$ cat src/rtl/core/wbr_pkg.sv
`default_nettype none

package wbr_pkg;

	// Default sizing of the mark store.
	localparam int KEY_SPACE_DEF = 16384;
	localparam int WORD_BITS_DEF = 64;
	localparam int MARK_DEPTH_DEF = (KEY_SPACE_DEF + WORD_BITS_DEF - 1) / WORD_BITS_DEF;

	// Width of the key fields on the ports.
	localparam int KEY_PORT_W = 15;

	typedef enum logic [1:0] {
		OP_MARK  = 2'd0,
		OP_QUERY = 2'd1,
		OP_CLEAR = 2'd2
	} op_t;

	typedef enum logic [2:0] {
		ST_IDLE,
		ST_DIV,
		ST_BASE,
		ST_RD,
		ST_UPD,
		ST_DONE
	} state_t;

	// Commands from the controller to the datapath.
	typedef struct packed {
		logic load;
		logic div;
		logic base;
		logic rd;
		logic upd;
		logic step;
		logic clear_all;
	} dp_cmd_t;

	// Status from the datapath to the controller.
	typedef struct packed {
		logic do_clear;
		logic do_walk;
		logic is_query;
		logic last_word;
		logic hit;
	} dp_sts_t;

endpackage

`default_nettype wire

$ cat src/rtl/core/wbr_ctrl.sv
`default_nettype none

module wbr_ctrl (
	input  wire logic              clk,
	input  wire logic              arst_n,
	input  wire logic              start,
	input  wire wbr_pkg::dp_sts_t  sts,
	output wbr_pkg::dp_cmd_t       cmd,
	output logic                   busy,
	output logic                   done
);

	wbr_pkg::state_t state_q, state_d;

	always_ff @(posedge clk or negedge arst_n) begin
		if (!arst_n) begin
			state_q <= wbr_pkg::ST_IDLE;
		end else begin
			state_q <= state_d;
		end
	end

	// Next state.
	always_comb begin
		state_d = state_q;
		case (state_q)
			wbr_pkg::ST_IDLE: begin
				if (start) state_d = wbr_pkg::ST_DIV;
			end
			wbr_pkg::ST_DIV: begin
				state_d = sts.do_walk ? wbr_pkg::ST_BASE : wbr_pkg::ST_DONE;
			end
			wbr_pkg::ST_BASE: state_d = wbr_pkg::ST_RD;
			wbr_pkg::ST_RD:   state_d = wbr_pkg::ST_UPD;
			wbr_pkg::ST_UPD: begin
				if ((sts.is_query && sts.hit) || sts.last_word) begin
					state_d = wbr_pkg::ST_DONE;
				end else begin
					state_d = wbr_pkg::ST_RD;
				end
			end
			wbr_pkg::ST_DONE: state_d = wbr_pkg::ST_IDLE;
			default:          state_d = wbr_pkg::ST_IDLE;
		endcase
	end

	// Outputs.
	always_comb begin
		cmd  = '0;
		busy = 1'b1;
		done = 1'b0;
		case (state_q)
			wbr_pkg::ST_IDLE: begin
				busy     = 1'b0;
				cmd.load = start;
			end
			wbr_pkg::ST_DIV: begin
				cmd.div       = 1'b1;
				cmd.clear_all = sts.do_clear;
			end
			wbr_pkg::ST_BASE: cmd.base = 1'b1;
			wbr_pkg::ST_RD:   cmd.rd   = 1'b1;
			wbr_pkg::ST_UPD: begin
				cmd.upd  = 1'b1;
				cmd.step = !((sts.is_query && sts.hit) || sts.last_word);
			end
			wbr_pkg::ST_DONE: done = 1'b1;
			default:          busy = 1'b0;
		endcase
	end

endmodule

`default_nettype wire

$ cat config.mk
export PLATFORM = sky130hd
export DESIGN_NAME = wbr_ctrl
export DESIGN_NICKNAME = d
export VERILOG_FILES = /design/src/rtl/core/wbr_pkg.sv /design/src/rtl/core/wbr_ctrl.sv
export SDC_FILE = /design/constraint.sdc
export NUM_CORES = 1
export LEC_CHECK = 0
export ABC_AREA = 1
export ABC_CLOCK_PERIOD_IN_PS = 1200
export BUFFER_PORTS_ARGS = -buffer_cell sky130_fd_sc_hd__buf_4
export CAP_MARGIN = 20
export CORE_AREA = 10 10 47 49
export CTS_CLUSTER_DIAMETER = 60
export DETAILED_ROUTE_END_ITERATION = 16
export DIE_AREA = 0 0 57 59
export HOLD_SLACK_MARGIN = 0.05
export PLACE_DENSITY = 0.38
export SETUP_SLACK_MARGIN = 0.2
export SYNTH_ARGS = -nofsm -noshare
export SYNTH_HDL_FRONTEND = slang
export SYNTH_SLANG_ARGS = --single-unit
$ cat constraint.sdc
create_clock -name clk -period 1.2 [get_ports clk]
set_clock_uncertainty 0.1 [all_clocks]
set_input_delay 0.06 -clock clk [delete_from_list [all_inputs] [get_ports clk]]
set_output_delay 0.06 -clock clk [all_outputs]
set_load 0.005 [all_outputs]
# After elaboration in Yosys (flattened, before gate mapping)
# Cells that the tools add are included.
# W data, S select, Z words.
[totals]
input_bits = 8
output_inout_bits = 9
regBits = 3
word_cells = 24
[classes]
reduce_logical = 5
eq_ne = 6
muxes = 12
[ops]
columns = ["cell", "n"]
rows = [
  ["$pmux W3 S5", 1],
  ["$mux W3", 3],
  ["$mux W1", 7],
  ["$eq A3 B2 Y1 const B", 2],
  ["$eq A3 B3 Y1 const B", 2],
  ["$reduce_or A5 Y1", 1],
  ["$eq A3 B1 Y1 const B", 1],
  ["$logic_not A3 Y1", 1],
  ["$mux W2", 1],
  ["$ne A2 B2 Y1 const B", 1],
  ["$logic_and A1 B1 Y1", 1],
  ["$logic_not A1 Y1", 1],
  ["$logic_or A1 B1 Y1", 1],
]

# Logic depth before layout (Yosys ltp)
[depth]
depth_word = 4
ltp_mapped = 6
depth_no_buf = 6

# Worst setup path after synthesis
# No wires, ideal clock.
[synth_timing]
path_type = "register -> register"
from = "register state_q[1]"
to = "register state_q[1]"
setup_time_ns = 0.069
path_stages_with_launch = 6
synth_period_minus_slack_ns = 0.992
arrival_ns = 0.823
required_time_ns = 1.031
slack_ns = 0.208
n_path_buf = 0
path_cell_list = "dfrtp_1 > nor2_1 > nand2_1 > inv_2 > nand2_2 > nand3_1"
[synth_via]
elab_chain_cells = 2
word_cells_on_any_way = 7
cone_classes = "5 x eq/ne; 1 x mux; 1 x reduce/logical"
[synth_rtl]
columns = ["element", "line", "text"]
rows = [
  ["start, declared", "wbr_ctrl.sv:13", "wbr_pkg::state_t state_q, state_d;"],
  ["start signal, assigned", "wbr_ctrl.sv:17", "state_q <= wbr_pkg::ST_IDLE;"],
  ["start signal, assigned", "wbr_ctrl.sv:19", "state_q <= state_d;"],
  ["$eq A3 B3 Y1, or another cell as far along", "wbr_ctrl.sv:26", "case (state_q)"],
  ["$pmux W3 S5 / $ne A2 B2 Y1 (equally long branches)", "-", ""],
]
# Parallel ways exist; a longest one is shown, timed or not.
# A chain may end at the register's enable or synchronous reset.

==> results by group <==
Clock network
  • CTS tree: yes
  • CTS buffer count: 3
  • Clock sinks: 3
  • CTS HTree Levels: 1
  • CTS Buffer Depth: 2
  • Clock transition at the registers of the reported paths: 0.04 ns
  • Worst skew pair latency: 0.23 ns
  • CTS root buf: clkbuf_4

Yosys
  • Avg Cell Area, Syn: 6.15 um2
  • Compound-cell area share of the yosys netlist: 9.89%
  • Post-Synth XOR/XNOR Area: 0%
  • Synth Area in Adders: 0%
  • Post-synth net total: 45
  • Mux share of post-synthesis cell area: 0%
  • Synth Area in Simple Gates: 40.7%
  • Mapped Area: 228 um2
  • Syn Inst Count: 37
  • Yosys reg bits: 3
  • Register area share after synthesis: 33.0%
  • Synth Warn #: 0
  • Post-synth cell types: 12
  • Largest family of logic cells by synthesized area: simple AND/OR/NAND/NOR gates

Min path
  • Hold Path Origin: sts[1]
  • Hold Crit Endpoint: state_q[2]
  • Hold crit path type: in2reg
  • Hold depth: 5

Cells and area
  • Post-Layout Cell Count: 82
  • Largest regs: state_q: 3 flops
  • Largest Register: state_q
  • Antenna diode count: 0
  • Fill cells: 167
  • Nets@finish: 75
  • Share of cells above drive strength 1: 59.1%
  • Max FFs per register: 3
  • Layout area overhead: 125%

Setup path
  • CP Max Fanout: 2
  • Worst path slowest cell: dfrtp_1
  • CP endpoint kind: output port
  • Cell count of the worst reg-to-reg path: 6
  • Crit start category: register
  • Worst path required time: 1.04 ns
  • WP data arrival: 1.12 ns
  • Worst setup path category: reg2out
  • Worst r2r src: state_q[0]
  • R2r endpoint: state_q[0]
  • Crit path largest cell delay: 0.39 ns
  • Crit path cell chain: nor2_2, buf_4, nand2_1, nor2_1, buf_4
  • Slack of the worst reg-to-reg path: 0.06 ns
  • Most numerous cell on the critical path: buf_4

Route
  • Total wire length: 893 um
  • Vias: 325
  • 1st-iter DRT viols: 2
  • Antenna-violating nets left: 0
  • DR vias/cell: 3.96
  • Drt first pass iters: 2
  • Wire per inst: 10.9 um
  • Drc violations: 0

Placement
  • Pre-CTS WS: 0.127 ns
  • Placed instance count: 72
  • Post-DP HPWL: 685 um
  • Port-buffer cells: 16
  • Gpl congestion: 0.708

Global routing
  • Met1 Use GR: 5.79%
  • Global-route wire length before repair: 1.41 mm
  • Global route total overflow: 0
  • Vias in the first global route: 322
  • Antenna violations before repair: 0
  • Largest net degree at the start of global routing: 7
  • Tot GR Track Use: 5.35%
  • Met2 Use GR: 7.91%
  • Most used routing layer: met2
  • Met3 Usage GRT: 3.22%

Timing
  • RSZ-0062 raised after global routing: yes
  • Period minus WS final: 1.28 ns
  • Pin slew with the least headroom to its limit: 0.217 ns
  • Peak Freq: 0.783 GHz
  • Final Max Tran Viols: 0
  • Period Utilization, post-route: 106%
  • # setup viols final: 8
  • PnR worst setup slack: -0.0776 ns
  • Slew headroom: 85.5%
  • Final Hold Viols: 0

Die
  • Core ar.: 1400 um2
  • Die footprint: 3360 um2
  • Die W: 57 um
  • I/O Pins: 17
  • Row count: 14
  • Die H: 59 um
  • Initial core utilization: 16.2%

Power and ir drop
  • Pwr/cell area: 2210 nW/um2
  • LEAKAGE: 0.289 nW
  • Maximum VDD drop: 0.819 mV

Flow run
  • MaxCap Viol Count: 0

Outcome
  • Failing checks: negative setup slack
  • Status: finished with violations
==> where the power goes <==
part / internal, mW / total, mW / switching, mW
Sequential: 0.149 / 0.208 / 0.0588
Combinational: 0.405 / 0.748 / 0.344
Clock: 0.125 / 0.176 / 0.0512
==> cell usage after synthesis (all sizes together) <==
cell type	instances	share of area [%]
inv	10	16
o211ai	1	3.3
nor2	5	9.3
dfrtp	3	33
nand2	9	17
nor3b	1	3.3
o21ai	2	4.4
nand3	5	11
a21oi	1	2.2
==> cell families after synthesis <==
group	count (synthesis)
and+or+nand+nor	20
buffers and inverters	10
AOI/OAI and AO/OA	4
DFF	3
==> metrics by stage <==
step / hold WS (ns) / setup TNS, ns / power [mW] / instance area (um2) / utilization [%]
5_1_grt: 0.0576 / -1.12 / 1.25 / 513 / 36.6
3_5_place_dp: -0.248 / 0 / 0.787 / 390 / 27.9
3_3_place_gp: -0.250 / 0 / 0.798 / 390 / 27.9
6_report: 0.0497 / -0.394 / 1.13 / 513 / 36.6
4_1_cts: 0.0352 / -0.479 / 1.01 / 460 / 32.9
2_1_floorplan: -0.336 / 0 / 0.469 / 228 / -
==> worst max-delay path: cells and delay by family, from the launching register on <==
| family | cells | cell delay, ns |
|---|---|---|
| simple gates | 3 | 0.26 |
| buf+inv | 2 | 0.24 |
| flops | 1 | 0.39 |
==> routing by layer <==
layer / wire, um / up-vias
li1: - / 172
met1: 385 / 143
met2: 469 / 10
met3: 39 / 0
met4: 0 / 0
met5: 0 / -
==> timing repair <==
action	CTS	global route
hold buffers	3	0
endpoints found under the hold margin	5	0
setup buffers	1	2
gates resized for setup	3	12
pin swaps	3	2
setup endpoints to repair	12	12
==> how the worst max path moves through the flow <==
stage / startpoint / to / slack (ns) / cells after the start
after floorplan: state_q[1] / state_q[1] / 0.21 / 5
after global placement: state_q[0] / state_q[0] / 0.12 / 5
after detailed placement: state_q[1] / cmd[1] / 0.13 / 6
after CTS: state_q[1] / cmd[1] / -0.12 / 6
after global routing: state_q[1] / cmd[1] / -0.16 / 6
final: state_q[0] / cmd[6] / -0.08 / 5
==> layout make-up <==
class	instances	area, um2	area share (%)
Timing Repair Buffer	25	210	41.0
Clock buffer	4	26.3	5.12
Tap cell	16	20.0	3.90
Inverter	10	37.5	7.32
Sequential cell	3	76.3	14.9
Multi-Input combinational cell	24	143	27.8
==> cells in the final DEF, fill, tap and decap left out, types with 2 or more instances in the layout <==
cell and n:
nor2_1 3, inv_1 5, nand3_1 3, nand2_1 6, buf_6 4, dfrtp_1 2, buf_4 18, clkbuf_4 3
nor2_2 2, dlygate4sd3_1 3, nand2_2 3, inv_2 5
Power figures use the tool's default switching activity.
